--- src/i2cm_pkg.sv ---
// Shared types and codes for the I2C master bit engine.
// No dependencies; imported by every module of the block.
package i2cm_pkg;

    // Command codes carried by a tick
    localparam logic [2:0] CMD_START = 3'd0;
    localparam logic [2:0] CMD_STOP  = 3'd1;
    localparam logic [2:0] CMD_WRITE = 3'd2;
    localparam logic [2:0] CMD_READ  = 3'd3;
    localparam logic [2:0] CMD_WAIT  = 3'd4;

    // Configuration register indexes
    localparam logic CFG_HALF_PERIOD = 1'b0;
    localparam logic CFG_ACK_TIMEOUT = 1'b1;

    localparam logic [15:0] HALF_PERIOD_RST = 16'd100;
    localparam logic [7:0]  ACK_TIMEOUT_RST = 8'd250;

    // One tick as it enters the sequencer
    typedef struct packed {
        logic       command_valid;
        logic [2:0] command;
        logic [7:0] tx_byte;
        logic       send_ack;
        logic       sda_in;
    } t_item;

    // Line and status view after one tick
    typedef struct packed {
        logic       scl;
        logic       sda_out;
        logic       sda_drive;
        logic       busy_res;
        logic       done_res;
        logic [7:0] rx_byte;
        logic       ack_error;
    } t_res;

endpackage

--- src/i2cm_seq.sv ---
// Bus sequencer: phase machine, half-bit delay counter, shift register, ack poll.
// Depends on i2cm_pkg (t_item, t_res, command codes).
module i2cm_seq import i2cm_pkg::*; (
    input  logic        i_clk,
    input  logic        i_rst_n,
    input  logic        i_step,
    input  t_item       i_item,
    input  logic [15:0] i_half_period,
    input  logic [7:0]  i_ack_timeout,
    output t_res        o_res
);

    typedef enum logic [3:0] {
        PH_IDLE, PH_ST1, PH_ST2, PH_SP1, PH_SP2, PH_WA1, PH_WA2, PH_POLL,
        PH_WRH, PH_WRL, PH_RDL, PH_RDH, PH_AKL, PH_AKH
    } t_phase;

    t_phase      r_phase, n_phase;
    logic [3:0]  r_bit_cnt, n_bit_cnt;
    logic [7:0]  r_shift, n_shift;
    logic [15:0] r_delay, n_delay;
    logic [8:0]  r_poll, n_poll;
    logic        r_ack_choice, n_ack_choice;
    logic        r_scl, n_scl;
    logic        r_sda, n_sda;
    logic        r_drive, n_drive;
    logic        r_err, n_err;
    logic [7:0]  r_rx, n_rx;
    logic        done;

    logic [15:0] hp_eff;
    logic [3:0]  bit_inc;
    logic [8:0]  poll_inc;
    logic        poll_over;

    assign hp_eff    = (i_half_period == 16'd0) ? 16'd1 : i_half_period;
    assign bit_inc   = r_bit_cnt + 4'd1;
    assign poll_inc  = r_poll + 9'd1;
    assign poll_over = poll_inc > {1'b0, i_ack_timeout};

    always_comb begin
        n_phase      = r_phase;
        n_bit_cnt    = r_bit_cnt;
        n_shift      = r_shift;
        n_delay      = r_delay;
        n_poll       = r_poll;
        n_ack_choice = r_ack_choice;
        n_scl        = r_scl;
        n_sda        = r_sda;
        n_drive      = r_drive;
        n_err        = r_err;
        n_rx         = r_rx;
        done         = 1'b0;

        if (r_phase == PH_IDLE) begin
            if (i_item.command_valid) begin
                case (i_item.command)
                    CMD_START: begin
                        n_drive = 1'b1; n_sda = 1'b1; n_scl = 1'b1;
                        n_phase = PH_ST1; n_delay = hp_eff;
                    end
                    CMD_STOP: begin
                        n_drive = 1'b1; n_scl = 1'b0; n_sda = 1'b0;
                        n_phase = PH_SP1; n_delay = hp_eff;
                    end
                    CMD_WRITE: begin
                        n_drive   = 1'b1;
                        n_bit_cnt = 4'd0;
                        n_sda     = i_item.tx_byte[7];
                        n_shift   = {i_item.tx_byte[6:0], 1'b0};
                        n_scl     = 1'b1;
                        n_phase   = PH_WRH; n_delay = hp_eff;
                    end
                    CMD_READ: begin
                        n_drive = 1'b0; n_scl = 1'b0;
                        n_ack_choice = i_item.send_ack;
                        n_shift = 8'd0; n_bit_cnt = 4'd0;
                        n_phase = PH_RDL; n_delay = hp_eff;
                    end
                    CMD_WAIT: begin
                        n_drive = 1'b0; n_poll = 9'd0;
                        n_phase = PH_WA1; n_delay = hp_eff;
                    end
                    default: ;
                endcase
            end
        end else if (r_phase == PH_POLL || (r_phase == PH_WA2 && r_delay <= 16'd1)) begin
            // ack poll: first poll falls on the tick the high wait ends
            n_phase = PH_POLL;
            n_delay = 16'd0;
            if (!i_item.sda_in) begin
                n_scl = 1'b0; n_err = 1'b0;
                n_phase = PH_IDLE; done = 1'b1;
            end else begin
                n_poll = poll_inc;
                if (poll_over) begin
                    n_err = 1'b1;
                    n_drive = 1'b1; n_scl = 1'b0; n_sda = 1'b0;
                    n_phase = PH_SP1; n_delay = hp_eff;
                end
            end
        end else if (r_delay > 16'd1) begin
            n_delay = r_delay - 16'd1;
        end else begin
            n_delay = hp_eff;
            case (r_phase)
                PH_ST1: begin n_sda = 1'b0; n_phase = PH_ST2; end
                PH_ST2: begin
                    n_scl = 1'b0; n_phase = PH_IDLE; n_delay = 16'd0; done = 1'b1;
                end
                PH_SP1: begin n_scl = 1'b1; n_sda = 1'b1; n_phase = PH_SP2; end
                PH_WA1: begin n_scl = 1'b1; n_phase = PH_WA2; end
                PH_WRH: begin n_scl = 1'b0; n_phase = PH_WRL; end
                PH_WRL: begin
                    n_bit_cnt = bit_inc;
                    if (bit_inc[3]) begin
                        n_phase = PH_IDLE; n_delay = 16'd0; done = 1'b1;
                    end else begin
                        n_sda   = r_shift[7];
                        n_shift = {r_shift[6:0], 1'b0};
                        n_scl   = 1'b1;
                        n_phase = PH_WRH;
                    end
                end
                PH_RDL: begin
                    n_scl   = 1'b1;
                    n_shift = {r_shift[6:0], i_item.sda_in};
                    n_phase = PH_RDH;
                end
                PH_RDH: begin
                    n_bit_cnt = bit_inc;
                    n_scl     = 1'b0;
                    if (bit_inc[3]) begin
                        n_rx    = r_shift;
                        n_drive = 1'b1;
                        n_sda   = ~r_ack_choice;
                        n_phase = PH_AKL;
                    end else begin
                        n_phase = PH_RDL;
                    end
                end
                PH_AKL: begin n_scl = 1'b1; n_phase = PH_AKH; end
                PH_AKH: begin
                    n_scl = 1'b0; n_phase = PH_IDLE; n_delay = 16'd0; done = 1'b1;
                end
                default: begin
                    // end of stop, or a phase that should not wait
                    n_phase = PH_IDLE; n_delay = 16'd0; done = 1'b1;
                end
            endcase
        end
    end

    always_comb begin
        o_res.scl       = n_scl;
        o_res.sda_out   = n_drive ? n_sda : 1'b1;
        o_res.sda_drive = n_drive;
        o_res.busy_res  = (n_phase != PH_IDLE);
        o_res.done_res  = done;
        o_res.rx_byte   = n_rx;
        o_res.ack_error = n_err;
    end

    always_ff @(posedge i_clk) begin
        if (!i_rst_n) begin
            r_phase      <= PH_IDLE;
            r_bit_cnt    <= 4'd0;
            r_shift      <= 8'd0;
            r_delay      <= 16'd0;
            r_poll       <= 9'd0;
            r_ack_choice <= 1'b0;
            r_scl        <= 1'b1;
            r_sda        <= 1'b1;
            r_drive      <= 1'b0;
            r_err        <= 1'b0;
            r_rx         <= 8'd0;
        end else if (i_step) begin
            r_phase      <= n_phase;
            r_bit_cnt    <= n_bit_cnt;
            r_shift      <= n_shift;
            r_delay      <= n_delay;
            r_poll       <= n_poll;
            r_ack_choice <= n_ack_choice;
            r_scl        <= n_scl;
            r_sda        <= n_sda;
            r_drive      <= n_drive;
            r_err        <= n_err;
            r_rx         <= n_rx;
        end
    end

endmodule

--- src/i2cm_out_buf.sv ---
// Result register with a skid entry so the sequencer keeps going one
// transaction past a stall. Depends on i2cm_pkg (t_res).
module i2cm_out_buf import i2cm_pkg::*; (
    input  logic i_clk,
    input  logic i_rst_n,
    input  logic i_push,
    input  t_res i_res,
    output logic o_full,
    output logic o_valid,
    input  logic i_stall,
    output t_res o_res
);

    logic r_out_valid, r_skid_valid;
    t_res r_out, r_skid;
    logic take;

    assign take    = r_out_valid && !i_stall;
    assign o_full  = r_skid_valid;
    assign o_valid = r_out_valid;
    assign o_res   = r_out;

    always_ff @(posedge i_clk) begin
        if (!i_rst_n) begin
            r_out_valid  <= 1'b0;
            r_skid_valid <= 1'b0;
        end else if (take || !r_out_valid) begin
            if (r_skid_valid) begin
                r_out_valid  <= 1'b1;
                r_out        <= r_skid;
                r_skid_valid <= i_push;
                r_skid       <= i_res;
            end else begin
                r_out_valid <= i_push;
                r_out       <= i_res;
            end
        end else if (i_push) begin
            r_skid_valid <= 1'b1;
            r_skid       <= i_res;
        end
    end

endmodule

--- src/i2c_master_bit_engine.sv ---
// Top level of the I2C master bit engine: tick input register, config regs,
// sequencer and result buffer. Depends on i2cm_pkg, i2cm_seq, i2cm_out_buf.
//
//  channel   direction  handshake                  payload
//  -------   ---------  -------------------------  ------------------------------------
//  tick in   in         i_in_valid / o_in_stall    command_valid command tx_byte send_ack sda_in
//  result    out        o_out_valid / i_out_stall  scl sda_out sda_drive busy done rx ack_error
//  config    in         i_cfg_we (no stall)        i_cfg_idx, i_cfg_data
//
// One tick transaction per clock, sustained while o_in_stall is low. Each tick is
// registered, the sequencer works it out when it steps, and its result is
// registered in the output register, or in the skid entry when that is held.
// The output register plus a skid entry let the input keep flowing for one
// transaction after the output stalls; o_in_stall rises only when both are full.
// Synchronous active-low reset: lines idle (SCL high, SDA released), phase
// idle, half period 100 ticks, ack timeout 250 polls.
module i2c_master_bit_engine import i2cm_pkg::*; (
    input  logic        i_clk,
    input  logic        i_rst_n,
    // tick input
    input  logic        i_in_valid,
    output logic        o_in_stall,
    input  logic        i_command_valid,
    input  logic [2:0]  i_command,
    input  logic [7:0]  i_tx_byte,
    input  logic        i_send_ack,
    input  logic        i_sda_in,
    // result output
    output logic        o_out_valid,
    input  logic        i_out_stall,
    output logic        o_scl,
    output logic        o_sda_out,
    output logic        o_sda_drive,
    output logic        o_busy_res,
    output logic        o_done_res,
    output logic [7:0]  o_rx_byte,
    output logic        o_ack_error,
    // configuration
    input  logic        i_cfg_we,
    input  logic        i_cfg_idx,
    input  logic [15:0] i_cfg_data
);

    logic [15:0] r_half_period;
    logic [7:0]  r_ack_timeout;

    logic  r_in_valid;
    t_item r_item;
    logic  buf_full;
    logic  step;
    logic  in_accept;
    t_res  seq_res;
    t_res  out_res;

    // Sequencer advances whenever a registered tick is waiting and the
    // skid entry is free to catch its result.
    assign step       = r_in_valid && !buf_full;
    assign o_in_stall = r_in_valid && buf_full;
    assign in_accept  = i_in_valid && !o_in_stall;

    always_ff @(posedge i_clk) begin
        if (!i_rst_n) begin
            r_half_period <= HALF_PERIOD_RST;
            r_ack_timeout <= ACK_TIMEOUT_RST;
        end else if (i_cfg_we) begin
            case (i_cfg_idx)
                CFG_HALF_PERIOD: r_half_period <= i_cfg_data;
                CFG_ACK_TIMEOUT: r_ack_timeout <= i_cfg_data[7:0];
                default: ;
            endcase
        end
    end

    always_ff @(posedge i_clk) begin
        if (!i_rst_n) begin
            r_in_valid <= 1'b0;
        end else if (in_accept) begin
            r_in_valid <= 1'b1;
        end else if (step) begin
            r_in_valid <= 1'b0;
        end
    end

    // tick payload: no reset needed
    always_ff @(posedge i_clk) begin
        if (in_accept) begin
            r_item.command_valid <= i_command_valid;
            r_item.command       <= i_command;
            r_item.tx_byte       <= i_tx_byte;
            r_item.send_ack      <= i_send_ack;
            r_item.sda_in        <= i_sda_in;
        end
    end

    i2cm_seq u_seq (
        .i_clk         (i_clk),
        .i_rst_n       (i_rst_n),
        .i_step        (step),
        .i_item        (r_item),
        .i_half_period (r_half_period),
        .i_ack_timeout (r_ack_timeout),
        .o_res         (seq_res)
    );

    i2cm_out_buf u_out_buf (
        .i_clk   (i_clk),
        .i_rst_n (i_rst_n),
        .i_push  (step),
        .i_res   (seq_res),
        .o_full  (buf_full),
        .o_valid (o_out_valid),
        .i_stall (i_out_stall),
        .o_res   (out_res)
    );

    assign o_scl       = out_res.scl;
    assign o_sda_out   = out_res.sda_out;
    assign o_sda_drive = out_res.sda_drive;
    assign o_busy_res  = out_res.busy_res;
    assign o_done_res  = out_res.done_res;
    assign o_rx_byte   = out_res.rx_byte;
    assign o_ack_error = out_res.ack_error;

    // done pulse only when the sequence has ended
    a_done_not_busy: assert property (@(posedge i_clk) disable iff (!i_rst_n)
        o_out_valid && o_done_res |-> !o_busy_res)
        else $error("done reported while busy");

    // released SDA always reads as high level
    a_release_high: assert property (@(posedge i_clk) disable iff (!i_rst_n)
        o_out_valid && !o_sda_drive |-> o_sda_out)
        else $error("sda_out low while released");

    // input backs up only when the result side holds a transaction
    a_stall_full: assert property (@(posedge i_clk) disable iff (!i_rst_n)
        o_in_stall |-> o_out_valid)
        else $error("input stalled with empty result register");

endmodule
--- config.mk ---
export PLATFORM = sky130hd
export DESIGN_NAME = i2c_master_bit_engine
export DESIGN_NICKNAME = d
export VERILOG_FILES = /design/src/i2cm_pkg.sv /design/src/i2cm_seq.sv /design/src/i2cm_out_buf.sv /design/src/i2c_master_bit_engine.sv
export SDC_FILE = /design/constraint.sdc
export NUM_CORES = 1
export LEC_CHECK = 0
export ABC_AREA = 1
export ABC_CLOCK_PERIOD_IN_PS = 2300
export BUFFER_PORTS_ARGS = -buffer_cell sky130_fd_sc_hd__buf_2
export CORE_MARGIN = 2
export CORE_UTILIZATION = 54
export CTS_CLUSTER_SIZE = 10
export DETAILED_ROUTE_END_ITERATION = 12
export GPL_TIMING_DRIVEN = 0
export PLACE_DENSITY_LB_ADDON = 0.05
export SYNTH_ARGS = -nofsm -noshare
export SYNTH_HDL_FRONTEND = slang
export SYNTH_SLANG_ARGS = --single-unit
--- constraint.sdc ---
create_clock -name i_clk -period 2.3 [get_ports i_clk]
set_input_delay 0.23 -clock i_clk [delete_from_list [all_inputs] [get_ports i_clk]]
set_output_delay 0.23 -clock i_clk [all_outputs]
set_load 0.02 [all_outputs]
# Word level (Yosys, flattened, before mapping)
# Index checks and enable logic that the tools add are counted.
# word_totals
inputBits,36
elab_cells,200
register_bits,123
# classes
addsub,3
n_eq_ne,25
bitwise_logic,2
magnitude_cmp,3
n_mux,92
reduce_logical,40
# op_table
op,n
$mux W16,9
$mux W8,10
$mux W14,4
$mux W4,12
$mux W9,5
$mux W1,39
$pmux W16 S2,1
$pmux W4 S8,1
$pmux W8 S2,2
$eq A4 B4 Y1 const B,6
$pmux W4 S5,1
$gt A16 B1 Y1 const B,1
$le A16 B1 Y1 const B,1
$logic_not A16 Y1,1
$sub A16 B1 Y16 const B,1
$eq A4 B3 Y1 const B,3
$reduce_bool A2 Y1,5
$reduce_or A2 Y1,5
$add A9 B1 Y9 const B,1
$gt A9 B8 Y1,1
$eq A4 B2 Y1 const B,2
$ne A2 B2 Y1 const B,4
$reduce_or A4 Y1,2
$reduce_and A7 Y1,1
27 further kinds,47

# Depth between registers and ports, before layout
# Gate-level depths: netlist of run 1.
# logic_depth
depth_word,9
mapped_depth,22
mapped_depth_nobuf,22

# Hierarchy
# From an unflattened synthesis of run 1, not the netlist that was laid out.
# hier_totals
hier_cells,913
area_unflattened_um2,6718.9
# modules_own_cells
mod,seq_area_each_um2,cells_per_inst,instances,area_per_inst_um2
i2cm_seq,1081.0,668,1,4124.0
i2c_master_bit_engine,920.9,156,1,1440.1
i2cm_out_buf,880.8,89,1,1154.9

# Worst setup path after synthesis of run 1
# OpenSTA, ideal clock, no wires.
# synth_timing
kind,flip-flop to flip-flop
from,reg u_seq.r_poll[0]
to,reg u_seq.r_delay[10]
n_path_buf,1
synth_period_minus_slack_ps,2478
slack_ps,-178
required_ps,2178
setup_ps,122
path_stages_with_launch,21
arrival_time_ps,2356
path_cell_list,dfxtp_1 > ha_1 > nand2_1 > nor2_1 > inv_1 > nor2_1 > xor2_1 > ha_1 > nand2_1 > inv_1 > a21oi_1 > nand2_1 > nand2_1 > nand2_1 > nand2_1 > nand2_1 > nand2_4 > nand2_2 > buf_6 > nand3_1 > a21oi_2
# synth_via
elab_chain_cells,6
# synth_lines
element,line,source
from (decl),i2cm_seq.sv:22,"logic [8:0] r_poll, n_poll;"
from (signal assigned),i2cm_seq.sv:182,r_poll <= n_poll;
$add A9 B1 Y9,i2cm_seq.sv:38,assign poll_inc = r_poll + 9'd1;
$gt A9 B8 Y1,i2cm_seq.sv:39,"assign poll_over = poll_inc > {1'b0, i_ack_timeout};"
$mux W16,i2cm_seq.sv:96,if (poll_over) begin
$mux W16,i2cm_seq.sv:91,if (!i_item.sda_in) begin
$mux W16,i2cm_seq.sv:87,end else if (r_phase == PH_POLL || (r_phase == PH_WA2 && r_delay <= 16'd1)) begin
$mux W16,i2cm_seq.sv:55,if (r_phase == PH_IDLE) begin
to (signal assigned),i2cm_seq.sv:181,r_delay <= n_delay;
to (decl),i2cm_seq.sv:21,"logic [15:0] r_delay, n_delay;"
# Every way passes these cells.
# A chain may end at the register's enable or synchronous reset.

==> out/metrics.csv, run 1 <==
stage,metric,value,unit
run_status,status,"complete, but fails checks",
run_status,violated checks,negative setup slack,
timing,Fmax,388,MHz
timing,Final min period,2.58,ns
clock_tree,Worst-path clk slew,0.06,ns
timing,Worst Slack Setup Final,-0.280,ns
power,P per Cell Area,816,nW/um2
yosys,Post-Syn Instances,834,
placed_design,Port Buffer Count,51,
cells_and_area,Synth-to-Final Area Change,25.7,%
timing,slew margin rel.,0.376,
floorplanning,initial core utilization,0.552,
critical_path,CP startpoint kind,flip-flop,
global_routing,vias in the first global route,5744,
cells_and_area,layout cells sized above 1,0.200,
worst_hold_path,Hold Crit Endpoint,r_half_period[10],
global_routing,first-pass GRT wire length,28200,um
clock_tree,root buf cell,clkbuf_16,
drt,Routed WL per cell,16.0,um
critical_path,CP max stage delay,0.37,ns
timing,Final Cycle Share,1.12,
floorplanning,Die H,112,um
worst_hold_path,worst min-delay path class,input pin to flip-flop,
floorplanning,CORE AREA,11400,um2
global_routing,initial antenna violation count,0,
yosys,post-synthesis async set-or-reset flop share,0,
yosys,Netlist cell types,41,
power,Power Total,6440,uW
floorplanning,Rows,39,
drt,WL final,17400,um
critical_path,RR Startpoint,u_seq.r_poll[0],
timing,RSZ-0062 raised after global routing,yes,
cells_and_area,final core occ,0.694,
yosys,#FFs+latches synth,123,
drt,initial DRC count,708,
clock_tree,CTS max path bufs,2,
drt,via/cell ratio,5.53,
critical_path,worst path cell trace,ha_4 > nand2_4 > nor2_4 > inv_2 > nor2_4 > xor2_2 > ha_1 > nand2_2 > inv_1 > nand3_1 > nor3_1 > nand2_1 > nand2_4 > nand2_4 > nand2_4 > a21oi_4 > nand2_2 > nand2_2 > nand2_1,
power,Static Leak,0.00356,uW
floorplanning,Die ar.,12500,um2
worst_hold_path,Hold Crit Start,i_cfg_data[10],
timing,final setup vio count,30,
yosys,Post-synth EDFFs,42,
drt,via count,6036,
yosys,"Net Count, Synth",882,
cells_and_area,final net count,984,
drt,Final ANT Viol Nets,0,
placed_design,DPL Wire Length,12600,um
critical_path,crit path DAT,2.76,ns
global_routing,pin count of the biggest net entering global routing,17,
critical_path,worst setup path class,flip-flop to flip-flop,
critical_path,Crit path top cell by count,nand2_4,
drt,drt first pass iters,5,
critical_path,CP endpoint kind,flip-flop,
yosys,Most used DFF post-synth,dfxtp_1,
yosys,share of the yosys chip area belonging to registers,0.459,
clock_tree,CTS buffer count,17,
placed_design,GP Congestion,0.890,
power,worst vdd ir,0.000640,V
clock_tree,Worst-Skew Late Latency,0.42,ns
yosys,cell area after synthesis,6280,um2
critical_path,Critical Path RT,2.48,ns
yosys,Avg Inst Size Synth,7.53,um2
critical_path,Worst Path Max Fanout,3,
yosys,Yosys warnings,0,
cells_and_area,Fillers,933,
global_routing,Overflow after GRT,0,
timing,Final Hold Fails,0,
global_routing,Total GRT Usage,0.288,
floorplanning,Top Ports,52,
worst_hold_path,hold path cells,3,
timing,Slew @ Worst Pin,0.934,ns
cells_and_area,diode count,0,
timing,Post-Route Skew,0.00677,ns
timing,Max Slew Vio Count,0,
critical_path,"Slowest-stage cell, CP",dfxtp_4,
clock_tree,CTS Sinks,123,
floorplanning,Die X,112,um
critical_path,Reg-to-Reg End,u_out_buf.o_res[12],
critical_path,FF-to-FF setup slack,-0.28,ns
flow_run,max-cap violations,0,
clock_tree,CTS tree,done,
clock_tree,CTS H-tree depth,4,
drt,DRC viols,0,
critical_path,Reg2Reg Depth,19,
kinds of logic after synthesis:
kind of cell               after synthesis  share of synthesized area
AOI/OAI and AO/OA                      181                      0.159
xor gates and xnor gates                11                     0.0154
adders and majority gates               12                     0.0239
buffers and inverters                  128                     0.0795
DFF                                    123                      0.459
and+or+nand+nor                        379                      0.263
critical path, delay by kind of cell (launching register included):
family          cells  cell delay, ns
simple gates       13            1.04
flops               1            0.37
compound gates      1            0.19
buf+inv             2            0.11
fa+ha+maj           2            0.43
xor+xnor            1            0.18
final cells by class:
class,count,area (um2),share of cell area
multi-input combinational,583,3170,0.402
sequential,123,2890,0.367
timing repair buffer,83,552,0.0700
clock buffer,19,433,0.0549
inverter,100,380,0.0482
tap,143,179,0.0227
clock inverter,13,149,0.0189
buffer,28,133,0.0168
cell usage after synthesis (5+ instances only):
library cell | number | share of area
xor2_1 | 8 | 0.011
a21oi_2 | 5 | 0.0070
clkinv_1 | 5 | 0.0030
ha_1 | 12 | 0.024
inv_1 | 91 | 0.054
o211ai_1 | 9 | 0.011
nand2_2 | 5 | 0.0050
o21ai_0 | 91 | 0.073
nand3_1 | 48 | 0.038
nor2_2 | 6 | 0.0060
o21ai_1 | 10 | 0.0080
edfxtp_1 | 42 | 0.20
nor2_1 | 91 | 0.054
nand2_1 | 194 | 0.12
nor4_1 | 5 | 0.0050
nor3_1 | 6 | 0.0048
clkbuf_1 | 22 | 0.013
a21oi_1 | 53 | 0.042
dfxtp_1 | 81 | 0.26
nand4_1 | 7 | 0.0070
cells in the final DEF (no fill, tap or decap), drive strengths merged, types with 12 or more instances in the layout:
cell type | Yosys | layout
a21oi | 60 | 60
o21ai | 101 | 101
dlygate4sd3 | 0 | 14
clkbuf | 22 | 42
ha | 12 | 12
nand2 | 203 | 203
inv | 95 | 97
nand3 | 52 | 52
edfxtp | 42 | 42
nor2 | 98 | 98
clkinv | 5 | 12
dfxtp | 81 | 81
buf | 6 | 74
stage by stage:
step | area (um2) | setup slack (ns) | instances | TNS, ns | hold WS [ns]
detailed placement | 6780 | -0.556 | 1029 | -14.20 | 0.409
finish | 7890 | -0.280 | 1092 | -5.65 | 0.0348
floorplan | 6340 | -0.0517 | 834 | -0.557 | 0.329
CTS | 7690 | -0.293 | 1085 | -6.23 | 0.0263
global placement | 6770 | -0.557 | 1028 | -17.94 | 0.407
global route | 7890 | -0.468 | 1092 | -11.37 | 0.0352
report_power, final:
part | total (uW) | internal, uW | switching (uW)
Combinational | 1270 | 454 | 815
Clock | 2660 | 1690 | 973
Sequential | 2510 | 2400 | 108
Total | 6440 | 4540 | 1900
registers in the layout, summed over array words and instances, names as in the netlist, 9 cells and up:
signal / cells
u_out_buf.r_skid: 14
u_out_buf.o_res: 14
r_half_period: 16
u_seq.r_delay: 16
r_item: 14
u_seq.r_poll: 9
worst max-delay path by stage:
stage                                 from                   to  slack (ns)
after floorplan            u_seq.r_poll[0]    u_seq.r_delay[10]       -0.05
after global placement    u_out_buf.o_full  u_out_buf.r_skid[3]       -0.56
after detailed placement   u_seq.r_poll[2]  u_out_buf.o_res[10]       -0.56
after CTS                  u_seq.r_poll[0]  u_out_buf.o_res[12]       -0.29
after global routing       u_seq.r_poll[2]  u_out_buf.o_res[12]       -0.47
final                      u_seq.r_poll[0]  u_out_buf.o_res[12]       -0.28
repair_timing:
item,CTS,global route
hold buffers,14,0
setup endpoints to repair,31,61
setup buffers,10,6
gates resized for setup,35,31
hold endpoints to repair,14,0
gates cloned,0,1
pin swaps,19,23
metal layers:
layer | part of all wire | vias to the layer above | global-route usage
li1 | - | 2965 | -
met5 | 0 | - | 0
met4 | 0.013 | 0 | 0.0955
met3 | 0.066 | 25 | 0.0680
met2 | 0.46 | 202 | 0.460
met1 | 0.46 | 2844 | 0.387
Power figures use the tool's default switching activity.
==> run 2: changes to the inputs <==
--- a/config.mk
+++ b/config.mk
@@ -7,13 +7,14 @@
 export LEC_CHECK = 0
 export ABC_AREA = 1
 export ABC_CLOCK_PERIOD_IN_PS = 2300
-export BUFFER_PORTS_ARGS = -buffer_cell sky130_fd_sc_hd__buf_2
+export BUFFER_PORTS_ARGS = -buffer_cell sky130_fd_sc_hd__buf_4
 export CORE_MARGIN = 2
 export CORE_UTILIZATION = 54
 export CTS_CLUSTER_SIZE = 10
 export DETAILED_ROUTE_END_ITERATION = 12
 export GPL_TIMING_DRIVEN = 0
 export PLACE_DENSITY_LB_ADDON = 0.05
+export SLEW_MARGIN = 40
 export SYNTH_ARGS = -nofsm -noshare
 export SYNTH_HDL_FRONTEND = slang
 export SYNTH_SLANG_ARGS = --single-unit
==> run 2 against run 1 <==
The flow still finishes with violations (negative setup slack). Combinational power is essentially flat. Clock power shrank 4%. Global-route usage shrank 0.50 points. Flip-flop and latch count is the same. Via count shrank 0.15%. Fmax is essentially flat. Highest routed layer unchanged. Clock skew is essentially flat. Setup slack lost 0.0018 ns.
==> out/metrics.csv, run 2 (same netlist as run 1, synthesis figures left out) <==
stage,metric,value,unit
cells_and_area,area of the multi-input gates,3140,um2
critical_path,worst setup path class,flip-flop to flip-flop,
global_routing,Total GRT Usage,0.283,
global_routing,Overflow after GRT,0,
power,Power Total,6350,uW
drt,DRC viols,0,
timing,Worst Slack Setup Final,-0.282,ns
critical_path,Buf/Inv on CP,2,
power,worst vdd ir,0.000953,V
critical_path,CP startpoint kind,flip-flop,
cells_and_area,biggest regs,"r_half_period x16, u_seq.r_delay x16",
cells_and_area,Synth-to-Final Area Change,27.4,%
clock_tree,Worst-Skew Late Latency,0.42,ns
clock_tree,CTS H-tree depth,4,
critical_path,Crit path top cell by count,nand2_4,
power,P per Cell Area,795,nW/um2
drt,met2 WL,7930,um
drt,drt first pass iters,5,
floorplanning,initial core utilization,0.552,
cells_and_area,diode count,0,
placed_design,area post-placement,6920,um2
floorplanning,Die ar.,12500,um2
cells_and_area,Finished Cell Area,7990,um2
timing,Final Cycle Share,1.12,
cells_and_area,Fillers,909,
drt,DR top layer,met4,
critical_path,Critical Path RT,2.60,ns
drt,met3 routed WL,1160,um
worst_hold_path,worst min-delay path class,input pin to flip-flop,
timing,final setup vio count,31,
timing,Max Slew Vio Count,0,
critical_path,"CP delay by family, top",simple AND/OR/NAND/NOR gates,
drt,initial DRC count,617,
run_status,status,"complete, but fails checks",
timing,Final min period,2.58,ns
cells_and_area,final core occ,0.703,
cells_and_area,Reg area,2890,um2
clock_tree,CTS buffer count,17,
clock_tree,root buf cell,clkbuf_16,
global_routing,vias in the first global route,5828,
clock_tree,CTS max path bufs,2,
placed_design,DPL Wire Length,12500,um
timing,Post-Route Skew,0.00699,ns
critical_path,crit path DAT,2.89,ns
floorplanning,Die H,112,um
timing,hold slack,0.0356,ns
timing,Final Hold Fails,0,
clock_tree,CTS tree,done,
flow_run,max-cap violations,0,
drt,via/cell ratio,5.50,
floorplanning,Rows,39,
timing,Fmax,387,MHz
floorplanning,Top Ports,52,
floorplanning,Die X,112,um
clock_tree,CTS Sinks,123,
critical_path,worst path cell trace,ha_4 > nand2_4 > nor2_4 > buf_4 > xor2_1 > ha_1 > nand2_1 > nand2_1 > a21oi_2 > nand2_1 > nand2_1 > nand2_2 > nand2_4 > nand2_4 > nand2_4 > nand2_4 > buf_16 > nand3_2 > a21oi_2,
critical_path,CP max stage delay,0.38,ns
critical_path,Reg2Reg Depth,19,
drt,WL final,17300,um
critical_path,number of cells on the critical path,19,
drt,Routed WL per cell,15.7,um
cells_and_area,"commonest non-fill, non-tap cell in the layout",nand2_1,
drt,Final ANT Viol Nets,0,
critical_path,"Slowest-stage cell, CP",dfxtp_4,
clock_tree,Worst-path clk slew,0.06,ns
placed_design,GP Congestion,0.922,
placed_design,Port Buffer Count,51,
cells_and_area,final net count,988,
drt,met1 wire length,7930,um
global_routing,first-pass GRT wire length,28100,um
drt,via count,6027,
power,Static Leak,0.00363,uW
worst_hold_path,hold path cells,3,
global_routing,initial antenna violation count,0,
floorplanning,CORE AREA,11400,um2
timing,slew margin rel.,0.525,
critical_path,Worst Path Max Fanout,5,
timing,RSZ-0062 raised after global routing,yes,
critical_path,CP endpoint kind,flip-flop,
global_routing,pin count of the biggest net entering global routing,17,
timing,Slew @ Worst Pin,0.711,ns
run_status,violated checks,negative setup slack,
cells_and_area,most frequent cells in the layout,"nand2_1 (182), o21ai_0 (87), inv_1 (86)",
cells_and_area,layout cells sized above 1,0.195,
run 2: where the power goes:
| part | internal (uW) | switching [uW] | total, uW | leakage [uW] |
|---|---|---|---|---|
| clock | 1610 | 953 | 2560 | 0.000278 |
| combinational | 479 | 807 | 1290 | 0.00229 |
| sequential | 2400 | 106 | 2510 | 0.00106 |
| total | 4490 | 1870 | 6350 | 0.00363 |
run 2: what timing repair did:
| action | in CTS | in global routing |
|---|---|---|
| pin swaps | 18 | 13 |
| hold buffers | 14 | 0 |
| setup buffers | 16 | 4 |
| cloned | 1 | 0 |
| gates resized for setup | 39 | 14 |
| endpoints found under the hold margin | 14 | 0 |
| setup endpoints to repair | 31 | 54 |
run 2: final timing paths:
path	from	endpoint	slack (ns)
max	u_seq.r_poll[0]	u_seq.r_delay[11]	-0.28
min reg2reg	u_seq.r_shift[4]	u_seq.r_shift[4]	0.49
max reg2reg	u_seq.r_poll[0]	u_seq.r_delay[11]	-0.28
min	i_cfg_data[8]	r_half_period[8]	0.04
run 2: layout make-up:
cell class	instances	share of cell area
Sequential cell	123	0.361
Inverter	100	0.0473
Clock inverter	13	0.0157
Clock buffer	19	0.0554
Timing Repair Buffer	87	0.0891
Multi-Input combinational cell	583	0.393
Tap cell	143	0.0224
Buffer	28	0.0160
run 2: stage by stage:
stage / TNS [ns] / setup WS (ns) / cells
2_1_floorplan: -0.557 / -0.0517 / 834
3_3_place_gp: -17.36 / -0.543 / 1028
3_5_place_dp: -10.93 / -0.649 / 1029
4_1_cts: -6.30 / -0.288 / 1092
5_1_grt: -10.82 / -0.435 / 1096
6_report: -6.19 / -0.282 / 1096
run 2: worst register-to-register path: cells and delay by family, from the launching register on:
family                   cells  cell delay, ns
AND/OR/NAND/NOR             12            0.92
adder cells (fa/ha/maj)      2            0.43
flip-flops                   1            0.38
buffers and inverters        2            0.30
AO/OA/AOI/OAI                2            0.21
XOR/XNOR                     1            0.21
run 2: layer usage:
layer,up-vias,global-route usage
li1,2968,-
met1,2816,0.385
met2,224,0.449
met3,19,0.0702
met4,0,0.0823
met5,-,0
